`src/design/acm_pkg.sv`:
```
// ----------------------------------------------------------------------------
// acm_pkg
// Shared types and constants for the AT command line matcher.
// ----------------------------------------------------------------------------
package acm_pkg;

    // Default sizes, handed to the top-level parameters
    localparam int LINE_CHARS_DEF    = 64;
    localparam int TABLE_ENTRIES_DEF = 6;
    localparam int NAME_CHARS_DEF    = 8;

    // Fixed field widths
    localparam int CHAR_W      = 8;
    localparam int IDX_W       = 3;
    localparam int NAME_W      = 64;
    localparam int CFG_IDX_W   = 3;
    localparam int CNT_REG_W   = 3;

    // Longest argument run delivered for one line
    localparam int RESULT_LIMIT = 63;
    localparam int CNT_W        = $clog2(RESULT_LIMIT + 1);

    // Configuration register indexes
    localparam logic [CFG_IDX_W-1:0] CFG_COMMAND_COUNT = 3'd0;
    localparam logic [CFG_IDX_W-1:0] CFG_NAME_0        = 3'd1;

    // Characters of interest
    localparam logic [CHAR_W-1:0] CH_A   = 8'h41;
    localparam logic [CHAR_W-1:0] CH_T   = 8'h54;
    localparam logic [CHAR_W-1:0] CH_CR  = 8'h0D;
    localparam logic [CHAR_W-1:0] CH_LF  = 8'h0A;
    localparam logic [CHAR_W-1:0] CH_EQ  = 8'h3D;
    localparam logic [CHAR_W-1:0] CH_NUL = 8'h00;

    typedef enum logic [2:0] {
        ST_WAIT_A,
        ST_WAIT_T,
        ST_COLLECT,
        ST_END,
        ST_CMP,
        ST_SEL,
        ST_EMIT
    } t_state;

endpackage

```
`src/design/at_command_line_matcher_top.sv`:
```
// ----------------------------------------------------------------------------
// at_command_line_matcher_top
// Collects an AT command line into a line memory, matches the command part
// against a table of names and streams out the argument characters.
// ----------------------------------------------------------------------------
//
//  channel | direction | handshake            | payload
//  --------+-----------+----------------------+----------------------------------
//  rx      | in        | i_valid / o_stall    | i_rx_char
//  result  | out       | o_valid / i_stall    | o_command_index, o_arg_char,
//          |           |                      | o_has_arg, o_last
//  config  | in        | i_cfg_valid/o_cfg_ready | i_cfg_index, i_cfg_data
//
//  Flow: one character per cycle while a line is being collected. On the
//  terminating CR/LF the input stalls for a compare sweep (one line-memory
//  read per name position, all names checked in parallel), then a table
//  select state, then one argument beat per cycle while the output is not
//  stalled, as the single registered memory read port streams it out.
//  Reset: synchronous, active low; clears control and configuration state
//  only. The line memory is never cleared: only current-line entries are used.
//  Stalls: the output register and the read data stage form a two-deep
//  pipe; a downstream stall holds both, and input resumes once the last
//  argument read has landed in the output register.
// ----------------------------------------------------------------------------
module at_command_line_matcher_top #(
    parameter int LINE_CHARS    = acm_pkg::LINE_CHARS_DEF,
    parameter int TABLE_ENTRIES = acm_pkg::TABLE_ENTRIES_DEF,
    parameter int NAME_CHARS    = acm_pkg::NAME_CHARS_DEF
) (
    input  logic                           i_clk,
    input  logic                           i_rst_n,
    // character input
    input  logic                           i_valid,
    output logic                           o_stall,
    input  logic [acm_pkg::CHAR_W-1:0]     i_rx_char,
    // result output
    output logic                           o_valid,
    input  logic                           i_stall,
    output logic [acm_pkg::IDX_W-1:0]      o_command_index,
    output logic [acm_pkg::CHAR_W-1:0]     o_arg_char,
    output logic                           o_has_arg,
    output logic                           o_last,
    // configuration writes
    input  logic                           i_cfg_valid,
    output logic                           o_cfg_ready,
    input  logic [acm_pkg::CFG_IDX_W-1:0]  i_cfg_index,
    input  logic [acm_pkg::NAME_W-1:0]     i_cfg_data
);
    import acm_pkg::*;

    localparam int LEN_W  = $clog2(LINE_CHARS + 1);   // line length 0..LINE_CHARS
    localparam int ADDR_W = $clog2(LINE_CHARS);       // line memory address
    localparam int NL_W   = $clog2(NAME_CHARS + 1);   // name length 0..NAME_CHARS
    localparam int CMP_W  = LEN_W + CNT_W;            // wide enough for the run clamp

    // ------------------------------------------------------------------
    // Configuration registers
    // ------------------------------------------------------------------
    logic [CNT_REG_W-1:0] r_cmd_count;
    logic [NAME_W-1:0]    r_names [TABLE_ENTRIES];

    assign o_cfg_ready = 1'b1;

    always_ff @(posedge i_clk) begin
        if (!i_rst_n) begin
            r_cmd_count <= '0;
            for (int e = 0; e < TABLE_ENTRIES; e++) begin
                r_names[e] <= '0;
            end
        end else if (i_cfg_valid) begin
            if (i_cfg_index == CFG_COMMAND_COUNT) begin
                r_cmd_count <= i_cfg_data[CNT_REG_W-1:0];
            end
            for (int e = 0; e < TABLE_ENTRIES; e++) begin
                if (i_cfg_index == CFG_IDX_W'(CFG_NAME_0 + e)) begin
                    r_names[e] <= i_cfg_data;
                end
            end
        end
    end

    // effective table size
    logic [CNT_REG_W-1:0] cnt_eff;
    assign cnt_eff = (r_cmd_count > CNT_REG_W'(TABLE_ENTRIES)) ?
                     CNT_REG_W'(TABLE_ENTRIES) : r_cmd_count;

    // name lengths: position of the first zero byte, capped at NAME_CHARS
    logic [NL_W-1:0] nl [TABLE_ENTRIES];

    always_comb begin
        logic hit_zero;
        for (int e = 0; e < TABLE_ENTRIES; e++) begin
            nl[e]    = '0;
            hit_zero = 1'b0;
            for (int k = 0; k < NAME_CHARS; k++) begin
                if (!hit_zero && r_names[e][8*k +: 8] != CH_NUL) begin
                    nl[e] = NL_W'(k + 1);
                end else begin
                    hit_zero = 1'b1;
                end
            end
        end
    end

    // ------------------------------------------------------------------
    // Control state
    // ------------------------------------------------------------------
    t_state r_state, n_state;

    logic [LEN_W-1:0]  r_len;       // stored characters
    logic [LEN_W-1:0]  r_t;         // text length (chars before first NUL)
    logic              r_zero_seen;
    logic [LEN_W-1:0]  r_eq_pos;    // first '=' within the text
    logic              r_eq_seen;

    logic [NL_W-1:0]   r_k;         // compare read position
    logic              r_cmp_vld;
    logic [NL_W-1:0]   r_cmp_idx;
    logic [TABLE_ENTRIES-1:0] r_eq; // name still equal so far

    logic [IDX_W-1:0]  r_sel_idx;
    logic [ADDR_W-1:0] r_ptr;
    logic [CNT_W-1:0]  r_rem;
    logic              r_empty;

    logic              r_rd_vld;    // argument read data waiting
    logic              r_rd_last;
    logic [CHAR_W-1:0] r_rd_data;

    logic              r_out_vld;
    logic [IDX_W-1:0]  r_out_idx;
    logic [CHAR_W-1:0] r_out_arg;
    logic              r_out_has;
    logic              r_out_last;

    // line memory
    logic [CHAR_W-1:0] r_line_mem [LINE_CHARS];

    logic acc, is_crlf, is_full;
    logic cmp_issue, emit_issue, load_empty, load_out, adv, rd_free;
    logic rd_en;
    logic [ADDR_W-1:0] rd_addr;

    assign acc     = i_valid && !o_stall;
    assign is_crlf = (i_rx_char == CH_CR) || (i_rx_char == CH_LF);
    assign is_full = (r_len >= LEN_W'(LINE_CHARS));

    // output register may load this cycle
    assign adv      = !r_out_vld || !i_stall;
    assign rd_free  = !r_rd_vld || adv;
    assign load_out = adv && r_rd_vld;

    // table select
    logic [LEN_W-1:0]  cmd_len;
    logic              sel_hit;
    logic [IDX_W-1:0]  sel_idx;
    logic [NL_W-1:0]   sel_nl;
    logic [LEN_W-1:0]  sel_start;
    logic [LEN_W-1:0]  sel_span;
    logic [CNT_W-1:0]  sel_count;

    assign cmd_len = r_eq_seen ? r_eq_pos : r_len;

    always_comb begin
        sel_hit = 1'b0;
        sel_idx = '0;
        sel_nl  = '0;
        for (int e = 0; e < TABLE_ENTRIES; e++) begin
            if (!sel_hit && (IDX_W'(e) < IDX_W'(cnt_eff)) && r_eq[e] &&
                ((cmd_len <= LEN_W'(nl[e])) || (r_t == LEN_W'(nl[e])))) begin
                sel_hit = 1'b1;
                sel_idx = IDX_W'(e);
                sel_nl  = nl[e];
            end
        end
        sel_start = (LEN_W'(sel_nl) < r_t) ? LEN_W'(sel_nl) : r_t;
        sel_span  = r_t - sel_start;
        sel_count = (CMP_W'(sel_span) > CMP_W'(RESULT_LIMIT)) ?
                    CNT_W'(RESULT_LIMIT) : CNT_W'(sel_span);
    end

    // next state
    always_comb begin
        n_state = r_state;
        unique case (r_state)
            ST_WAIT_A: begin
                if (acc && i_rx_char == CH_A) n_state = ST_WAIT_T;
            end
            ST_WAIT_T: begin
                if (acc) n_state = (i_rx_char == CH_T) ? ST_COLLECT : ST_WAIT_A;
            end
            ST_COLLECT: begin
                if (acc && (is_crlf || is_full)) n_state = ST_END;
            end
            ST_END: begin
                if (acc) n_state = is_crlf ? ST_CMP : ST_WAIT_A;
            end
            ST_CMP: begin
                if (r_k == NL_W'(NAME_CHARS) && !r_cmp_vld) n_state = ST_SEL;
            end
            ST_SEL: begin
                n_state = sel_hit ? ST_EMIT : ST_WAIT_A;
            end
            ST_EMIT: begin
                if (r_empty) begin
                    if (adv) n_state = ST_WAIT_A;
                end else if (r_rem == '0 && !r_rd_vld) begin
                    n_state = ST_WAIT_A;
                end
            end
            default: n_state = ST_WAIT_A;
        endcase
    end

    // state outputs
    always_comb begin
        o_stall    = 1'b1;
        cmp_issue  = 1'b0;
        emit_issue = 1'b0;
        load_empty = 1'b0;
        unique case (r_state)
            ST_WAIT_A, ST_WAIT_T, ST_COLLECT, ST_END: begin
                o_stall = 1'b0;
            end
            ST_CMP: begin
                cmp_issue = (r_k != NL_W'(NAME_CHARS));
            end
            ST_SEL: begin
            end
            ST_EMIT: begin
                load_empty = r_empty && adv;
                emit_issue = !r_empty && (r_rem != '0) && rd_free;
            end
            default: begin
            end
        endcase
    end

    assign rd_en   = cmp_issue || emit_issue;
    assign rd_addr = cmp_issue ? ADDR_W'(r_k) : r_ptr;

    // line memory: one write port, one registered read port
    always_ff @(posedge i_clk) begin
        if (acc && r_state == ST_COLLECT && !is_crlf && !is_full) begin
            r_line_mem[r_len[ADDR_W-1:0]] <= i_rx_char;
        end
        if (rd_en) begin
            r_rd_data <= r_line_mem[rd_addr];
        end
    end

    // compare byte: text positions past the NUL read as zero
    logic [CHAR_W-1:0] cmp_byte;
    assign cmp_byte = (LEN_W'(r_cmp_idx) < r_t) ? r_rd_data : CH_NUL;

    always_ff @(posedge i_clk) begin
        if (!i_rst_n) begin
            r_state     <= ST_WAIT_A;
            r_len       <= '0;
            r_t         <= '0;
            r_zero_seen <= 1'b0;
            r_eq_pos    <= '0;
            r_eq_seen   <= 1'b0;
            r_k         <= '0;
            r_cmp_vld   <= 1'b0;
            r_eq        <= '0;
            r_rem       <= '0;
            r_empty     <= 1'b0;
            r_rd_vld    <= 1'b0;
            r_out_vld   <= 1'b0;
        end else begin
            r_state <= n_state;

            // line bookkeeping
            if (acc && r_state == ST_WAIT_T) begin
                r_len       <= '0;
                r_t         <= '0;
                r_zero_seen <= 1'b0;
                r_eq_seen   <= 1'b0;
            end
            if (acc && r_state == ST_COLLECT && !is_crlf && !is_full) begin
                r_len <= r_len + 1'b1;
                if (!r_zero_seen) begin
                    if (i_rx_char == CH_NUL) begin
                        r_zero_seen <= 1'b1;
                    end else begin
                        r_t <= r_len + 1'b1;
                        if (!r_eq_seen && i_rx_char == CH_EQ) begin
                            r_eq_seen <= 1'b1;
                            r_eq_pos  <= r_len;
                        end
                    end
                end
            end

            // compare sweep over the name positions
            if (acc && r_state == ST_END && is_crlf) begin
                r_k  <= '0;
                r_eq <= '1;
            end
            if (cmp_issue) r_k <= r_k + 1'b1;
            r_cmp_vld <= cmp_issue;
            if (r_cmp_vld) begin
                for (int e = 0; e < TABLE_ENTRIES; e++) begin
                    if (r_cmp_idx < nl[e] && r_names[e][r_cmp_idx*8 +: 8] != cmp_byte) begin
                        r_eq[e] <= 1'b0;
                    end
                end
            end

            // run setup
            if (r_state == ST_SEL) begin
                r_rem   <= sel_count;
                r_empty <= (sel_count == '0);
            end
            if (emit_issue) r_rem <= r_rem - 1'b1;

            // read stage and output register
            if (emit_issue) begin
                r_rd_vld <= 1'b1;
            end else if (load_out) begin
                r_rd_vld <= 1'b0;
            end
            if (adv) r_out_vld <= load_out || load_empty;
        end
    end

    // payload registers
    always_ff @(posedge i_clk) begin
        r_cmp_idx <= r_k;
        if (r_state == ST_SEL) begin
            r_sel_idx <= sel_idx;
            r_ptr     <= ADDR_W'(sel_start);
        end
        if (emit_issue) begin
            r_ptr     <= r_ptr + 1'b1;
            r_rd_last <= (r_rem == CNT_W'(1));
        end
        if (load_out) begin
            r_out_idx  <= r_sel_idx;
            r_out_arg  <= r_rd_data;
            r_out_has  <= 1'b1;
            r_out_last <= r_rd_last;
        end else if (load_empty) begin
            r_out_idx  <= r_sel_idx;
            r_out_arg  <= CH_NUL;
            r_out_has  <= 1'b0;
            r_out_last <= 1'b1;
        end
    end

    assign o_valid         = r_out_vld;
    assign o_command_index = r_out_idx;
    assign o_arg_char      = r_out_arg;
    assign o_has_arg       = r_out_has;
    assign o_last          = r_out_last;

    // ------------------------------------------------------------------
    // Assertions
    // ------------------------------------------------------------------
    a_rd_in_emit : assert property (@(posedge i_clk) disable iff (!i_rst_n)
        r_rd_vld |-> r_state == ST_EMIT)
        else $error("argument read pending outside emit");

    a_cmp_in_cmp : assert property (@(posedge i_clk) disable iff (!i_rst_n)
        r_cmp_vld |-> r_state == ST_CMP)
        else $error("compare data outside compare sweep");

    a_text_len : assert property (@(posedge i_clk) disable iff (!i_rst_n)
        r_t <= r_len && r_len <= LEN_W'(LINE_CHARS))
        else $error("text length beyond stored length");

    a_run_open : assert property (@(posedge i_clk) disable iff (!i_rst_n)
        (o_valid && !o_last) |-> r_state == ST_EMIT)
        else $error("non-final beat with the run already closed");

    a_empty_last : assert property (@(posedge i_clk) disable iff (!i_rst_n)
        (o_valid && !o_has_arg) |-> (o_last && o_arg_char == CH_NUL))
        else $error("empty argument beat must be final and zero");

endmodule
```
`config.mk`:
```
export PLATFORM = sky130hd
export DESIGN_NAME = at_command_line_matcher_top
export DESIGN_NICKNAME = d
export VERILOG_FILES = /design/src/design/acm_pkg.sv /design/src/design/at_command_line_matcher_top.sv
export SDC_FILE = /design/constraint.sdc
export NUM_CORES = 1
export LEC_CHECK = 0
export CAP_MARGIN = 10
export CORE_AREA = 2 2 392 239
export DETAILED_ROUTE_END_ITERATION = 6
export DIE_AREA = 0 0 394 241
export DONT_BUFFER_PORTS = 1
export GPL_TIMING_DRIVEN = 0
export HOLD_SLACK_MARGIN = 0.05
export PLACE_DENSITY_LB_ADDON = 0.15
export SYNTH_ARGS = -nofsm -noshare
export SYNTH_HDL_FRONTEND = slang
export SYNTH_SLANG_ARGS = --single-unit
```
`constraint.sdc`:
```
create_clock -name i_clk -period 7.2 [get_ports i_clk]
set_input_delay 1.08 -clock i_clk [delete_from_list [all_inputs] [get_ports i_clk]]
set_output_delay 1.08 -clock i_clk [all_outputs]
set_load 0.01 [all_outputs]
```
==> results.sh, run 1 <==
export IMPL_outcome="finished with violations"
export IMPL_failed_checks="setup timing"
export IMPL_netlist_cell_type_count=106
export IMPL_main_synth_ff_type="edfxtp_1"
export IMPL_finalHoldViolations=0
export IMPL_synth_most_common_cell="edfxtp_1"
export IMPL_min_period_over_period=1.01
export IMPL_synth_cells=3063
export IMPL_synth_enable_flop_cells=926
export IMPL_yosys_warnings=0
export IMPL_boundaryPins=96
export IMPL_powerDensity_nw_per_um2=230
export IMPL_async_flop_share=0
export IMPL_synth_top_cell_area_share=0.613
export IMPL_place_congestion=1.07
export IMPL_slew_headroom=0.0876
export IMPL_swShare=0.222
export IMPL_timing_critical_path_slowest_cell_delay_ns=0.65
export IMPL_h_tree_depth=3
export IMPL_power_share_of_the_combinational_group=0.033
export IMPL_gr_total_overflow=0
export IMPL_cpMostUsedCell="nand2_1"
export IMPL_switchingPower_w=0.00260
export IMPL_grt_first_pass_wirelength_mm=209
export IMPL_unrepaired_setup_endpoints_after_global_routing="yes"
export IMPL_timing_final_ws_setup_ns=-0.103
export IMPL_design_core_area_sq_um=91100
export IMPL_finClkSkew_ns=0.0261
export IMPL_detailedPlacementHpwl_mm=112
export IMPL_layout_drive_gt1_share=0.175
export IMPL_first_global_vias=27400
export IMPL_synth_seq_area_share=0.637
export IMPL_crit_required_ns=7.77
export IMPL_area_growth_syn_to_layout_pct=12.6
export IMPL_fillers=7124
export IMPL_cts_hold_buffers_added=0
export IMPL_internal_power_w=0.00914
export IMPL_synth_cells_most_frequent="edfxtp_1, and2_1, nand2_1"
export IMPL_layout_core_utilization=0.560
export IMPL_drv_cap=0
export IMPL_remaining_drc_errors=0
export IMPL_ir_drop_uv=212
export IMPL_cp_end_kind="flop"
export IMPL_floorplan_die_height_microns=241
export IMPL_clk_latency_ns=0.73
export IMPL_setup_total_negative_slack_ns=-0.201
export IMPL_tritoncts_num_buffers=92
export IMPL_grt_max_degree=71
export IMPL_synth_area_leaders="edfxtp_1, mux4_2, and2_1, dfxtp_1, nand2_1"
export IMPL_critical_path_slowest_cell="or4_4"
export IMPL_r2r_cells=28
export IMPL_detailed_place_area_sq_um=47400
export IMPL_dieWidth_microns=394
export IMPL_detailroute_via_count=29800
export IMPL_antenna_found_initial=18
export IMPL_drv_slew=0
export IMPL_finish_instance_area_sq_um=51100
export IMPL_clkSinkCount=980
export IMPL_std_cell_rows=86
export IMPL_min_delay_path_depth=0
export IMPL_vias_per_cell=6.58
export IMPL_cts_root_buffer="clkbuf_16"
export IMPL_max_clock_path_buffers=3
export IMPL_type_of_the_worst_min_delay_path="reg -> reg"
export IMPL_setup_worst_path_start_class="flop"
export IMPL_ys_seq_elements=980
export IMPL_routedWlPerCell_microns=33.8
export IMPL_firstDrtPassIters=6
export IMPL_drt_first_iter_violations=5084
export IMPL_critical_path_max_fanout=8
export IMPL_synthesized_cell_area_sq_um=45400
export IMPL_drtAntennaViolNets=0
export IMPL_period_needed_ns=7.30
export IMPL_die_area_sq_um=95000
export IMPL_achievable_frequency_mhz=137
export IMPL_worstPathArrival_ns=7.87
export IMPL_clk_transition_reported_paths_ns=0.07
export IMPL_dp_slack_ns=-1.15
export IMPL_start_util=0.498
export IMPL_synth_net_count=3203
export IMPL_fin_nets=3345
export IMPL_max_slew_worst_pin_slew_ns=1.36
export IMPL_globalRouteTotalUtil=0.320
export IMPL_detail_route_wirelength_mm=153
export IMPL_avgSynthCellArea_sq_um=14.8
export IMPL_sequentialPowerShare=0.554
export IMPL_port_buffers=0
export IMPL_final_setup_viol_count=3
export IMPL_largest_area_contributor_in_the_synthesized_netlist="edfxtp_1"
export IMPL_leakage_power_nw=16.5
export IMPL_clock_power_share=0.414
export IMPL_critical_path_class="reg -> reg"
export IMPL_cts_tree="done"
[per-stage QoR]
step           hold slack, ns  cells  total power [W]
2_1_floorplan           0.368   3063          0.00677
3_3_place_gp            0.376   4295          0.00694
3_5_place_dp            0.381   4316          0.00695
4_1_cts                 0.407   4506           0.0117
5_1_grt                 0.404   4514           0.0120
6_report                0.409   4522           0.0117
[cells in the final DEF (no fill, tap or decap), types with 18 or more instances in the layout]
| cell | instances |
|---|---|
| edfxtp_1 | 926 |
| and2_1 | 413 |
| mux4_2 | 222 |
| nand2_1 | 216 |
| nor2_1 | 204 |
| clkbuf_1 | 120 |
| clkbuf_16 | 93 |
| mux2i_1 | 65 |
| a21oi_1 | 58 |
| nor4_1 | 57 |
| ha_1 | 57 |
| dfxtp_1 | 54 |
| o21ai_0 | 49 |
| nand3_1 | 43 |
| xnor2_1 | 39 |
| inv_1 | 36 |
| a31oi_1 | 32 |
| a211oi_1 | 31 |
| buf_4 | 31 |
| buf_2 | 26 |
| buf_1 | 23 |
| o211ai_1 | 22 |
| nand4_1 | 21 |
| nor3_1 | 20 |
| clkinv_1 | 20 |
| o21a_1 | 18 |
[routing by layer]
metal  global-route usage  share of wire  up-vias
met5               0.0298         0.0049        -
met4               0.0542          0.015       32
met3                0.201           0.19      181
met2                0.366           0.35     2159
met1                0.493           0.44    15300
li1                     -              -    12100
[flip-flops by register name, summed over array words and instances, names as in the netlist, 3 cells and up]
register         count
r_state              3
r_cmp_idx            4
r_eq                 6
r_rem                6
o_arg_char           8
r_t                  7
r_rd_data            8
r_names            384
r_eq_pos             7
r_line_mem         512
r_sel_idx            3
r_k                  4
o_command_index      3
r_len                7
r_ptr                6
r_cmd_count          3
[worst max-delay path, delay by kind of cell (launching register included)]
family | cells | cell delay, ns
AOI/OAI and AO/OA | 11 | 2.66
xor gates and xnor gates | 1 | 0.17
muxes | 1 | 0.32
buffers and inverters | 1 | 0.15
adders and majority gates | 3 | 0.93
and+or+nand+nor | 11 | 2.49
DFF | 1 | 0.40
[power by group through the flow]
stage               logic (W)  registers (W)  clock network [W]
floorplan            0.000201        0.00657                  0
CTS                  0.000356        0.00649            0.00489
global route         0.000391        0.00651            0.00511
finish               0.000383        0.00650            0.00486
detailed placement   0.000348        0.00660                  0
global placement     0.000313        0.00663                  0
[kinds of logic (layout without fill, tap and decap cells)]
kind of cell               Yosys count  in the layout  synth area share
AOI/OAI and AO/OA                  317            317            0.0490
xor gates and xnor gates            59             59            0.0116
adders and majority gates           60             60            0.0167
buffers and inverters              194            411            0.0178
DFF                                980            980             0.637
muxes                              296            296             0.127
other                                1             11         0.0000827
and+or+nand+nor                   1156           1156             0.141
[repair_timing]
| item | in CTS | in global routing |
|---|---|---|
| pin swaps | 25 | 9 |
| resized for setup | 66 | 22 |
| setup endpoints to repair | 7 | 7 |
| gates cloned | 0 | 0 |
| buffers inserted | 21 | 4 |
[layout make-up]
class,count,area [sq um],share of cell area
Inverter,36,135,0.00265
Antenna cell,10,25.0,0.000490
Sequential cell,980,28900,0.566
Multi-Input combinational cell,1889,16300,0.318
Clock buffer,111,2390,0.0469
Timing Repair Buffer,48,583,0.0114
Tap cell,1232,1540,0.0302
Buffer,158,674,0.0132
Clock inverter,58,569,0.0111
[final timing paths]
| check | to | slack (ns) | startpoint |
|---|---|---|---|
| worst max-delay path | r_rem[3] | -0.10 | r_names[1][52] |
| worst min-delay path | r_cmp_idx[0] | 0.41 | r_k[0] |
| worst max register to register | r_rem[3] | -0.10 | r_names[1][52] |
| worst min register to register | r_cmp_idx[0] | 0.41 | r_k[0] |
Note: power is estimated with default switching activity, not from simulation.
==> run 2, diff against run 1 <==
--- a/config.mk
+++ b/config.mk
@@ -13,6 +13,8 @@
 export GPL_TIMING_DRIVEN = 0
 export HOLD_SLACK_MARGIN = 0.05
 export PLACE_DENSITY_LB_ADDON = 0.15
+export SETUP_SLACK_MARGIN = 0.15
 export SYNTH_ARGS = -nofsm -noshare
 export SYNTH_HDL_FRONTEND = slang
 export SYNTH_SLANG_ARGS = --single-unit
+export TNS_END_PERCENT = 1
==> results.sh, run 2 (synthesis results as in run 1) <==
export IMPL_most_common_layout_cells="edfxtp_1, and2_1, mux4_2"
export IMPL_die_area_sq_um=95000
export IMPL_drt_met1_wl_mm=67.3
export IMPL_routedWlPerCell_microns=33.7
export IMPL_cts_root_buffer="clkbuf_16"
export IMPL_antenna_found_initial=19
export IMPL_globalRouteTotalUtil=0.320
export IMPL_placed_cells_incl_taps=4316
export IMPL_unrepaired_setup_endpoints_after_global_routing="yes"
export IMPL_period_needed_ns=7.08
export IMPL_cts_tree="done"
export IMPL_total_power_w=0.0118
export IMPL_boundaryPins=96
export IMPL_detail_route_wirelength_mm=153
export IMPL_tritoncts_num_buffers=92
export IMPL_leakage_power_nw=16.5
export IMPL_final_setup_viol_count=0
export IMPL_fillers=7098
export IMPL_finClkSkew_ns=0.0278
export IMPL_critical_path_class="reg -> reg"
export IMPL_slew_headroom=0.0597
export IMPL_first_global_vias=27500
export IMPL_layout_cells_most_common="edfxtp_1"
export IMPL_powerDensity_nw_per_um2=229
export IMPL_max_clock_path_buffers=3
export IMPL_outcome="finished with violations"
export IMPL_clk_transition_reported_paths_ns=0.07
export IMPL_grt_max_degree=71
export IMPL_worst_path_dominant_cell_family="simple AND/OR/NAND/NOR gates"
export IMPL_floorplan_die_height_microns=241
export IMPL_hold_worst_slack_ns=0.404
export IMPL_drtAntennaViolNets=0
export IMPL_vias_per_cell=6.56
export IMPL_detailroute_via_count=29900
export IMPL_routed_wl_met2_mm=54.1
export IMPL_grt_first_pass_wirelength_mm=210
export IMPL_routed_top_layer="met5"
export IMPL_design_core_area_sq_um=91100
export IMPL_dieWidth_microns=394
export IMPL_clkSinkCount=980
export IMPL_flip_flop_count_of_the_largest_register_after_layout=512
export IMPL_worst_path_buf_inv=4
export IMPL_critical_path_cell_count=33
export IMPL_ir_drop_uv=210
export IMPL_remaining_drc_errors=7
export IMPL_detailedPlacementHpwl_mm=112
export IMPL_port_buffers=0
export IMPL_area_growth_syn_to_layout_pct=13.2
export IMPL_worstPathArrival_ns=7.66
export IMPL_setup_worst_path_start_class="flop"
export IMPL_drv_slew=0
export IMPL_timing_critical_path_slowest_cell_delay_ns=0.55
export IMPL_std_cell_rows=86
export IMPL_min_delay_path_depth=0
export IMPL_fin_nets=3355
export IMPL_critical_path_max_fanout=5
export IMPL_max_slew_worst_pin_slew_ns=1.41
export IMPL_cp_end_kind="flop"
export IMPL_critical_path_slowest_cell="nor4_4"
export IMPL_type_of_the_worst_min_delay_path="reg -> reg"
export IMPL_failed_checks="DRC"
export IMPL_min_period_over_period=0.983
export IMPL_h_tree_depth=3
export IMPL_finish_instance_area_sq_um=51300
export IMPL_cts_hold_buffers_added=0
export IMPL_drv_cap=0
export IMPL_final_cells=4556
export IMPL_drt_first_iter_violations=5292
export IMPL_firstDrtPassIters=7
export IMPL_clk_latency_ns=0.73
export IMPL_r2r_cells=33
export IMPL_start_util=0.498
export IMPL_detailroute_wirelength_met3_mm=29.1
export IMPL_finalHoldViolations=0
export IMPL_gr_total_overflow=0
export IMPL_crit_required_ns=7.78
export IMPL_place_congestion=1.07
export IMPL_achievable_frequency_mhz=141
export IMPL_layout_drive_gt1_share=0.184
export IMPL_detailed_place_area_sq_um=47400
[run 2: cell types whose count changed in the layout (fill, tap and decap cells not counted), sizes merged]
cell   delta
buf      +10
diode    +24
[run 2: repair_timing]
action / 4_1_cts / 5_1_grt
pin swaps: 27 / 33
buffers inserted: 23 / 11
endpoints found under the hold margin: 0 / 0
gates cloned: 0 / 0
gates resized for setup: 75 / 40
setup endpoints to repair: 7 / 7
[run 2: final timing paths]
check / startpoint / to / slack [ns]
max: r_names[2][58] / r_rem[2] / 0.12
min: r_k[0] / r_cmp_idx[0] / 0.40
max reg2reg: r_names[2][58] / r_rem[2] / 0.12
min reg2reg: r_k[0] / r_cmp_idx[0] / 0.40
[run 2: area by class of cell]
cell class              instances  area [sq um]  area share
repair buffers                 58           658      0.0128
inverters                      36           135     0.00263
diodes                         34          85.1     0.00166
flip-flops and latches        980         28900       0.563
clock inverters                58           569      0.0111
plain buffers                 158           674      0.0131
clock buffers                 111          2390      0.0466
multi-input cells            1889         16400       0.319
well taps                    1232          1540      0.0300
[run 2: power breakdown]
| group | switching [W] | total (W) | internal, W |
|---|---|---|---|
| logic | 0.000242 | 0.000385 | 0.000143 |
| registers | 0.000123 | 0.00650 | 0.00638 |
| clock network | 0.00224 | 0.00486 | 0.00262 |
[run 2: per-layer routing]
layer,vias to the layer above,GRT usage
met4,23,0.0554
li1,12200,-
met2,2161,0.367
met5,-,0.0298
met1,15400,0.492
met3,187,0.202
[run 2: per-stage QoR]
stage                     setup slack (ns)  setup TNS (ns)   util
after floorplan                      0.554               0      -
after global placement               -1.33         -424.05  0.515
after detailed placement             -1.15           -7.00  0.520
after CTS                            0.144               0  0.559
after global routing               -0.0742          -0.246  0.562
final                                0.122               0  0.563
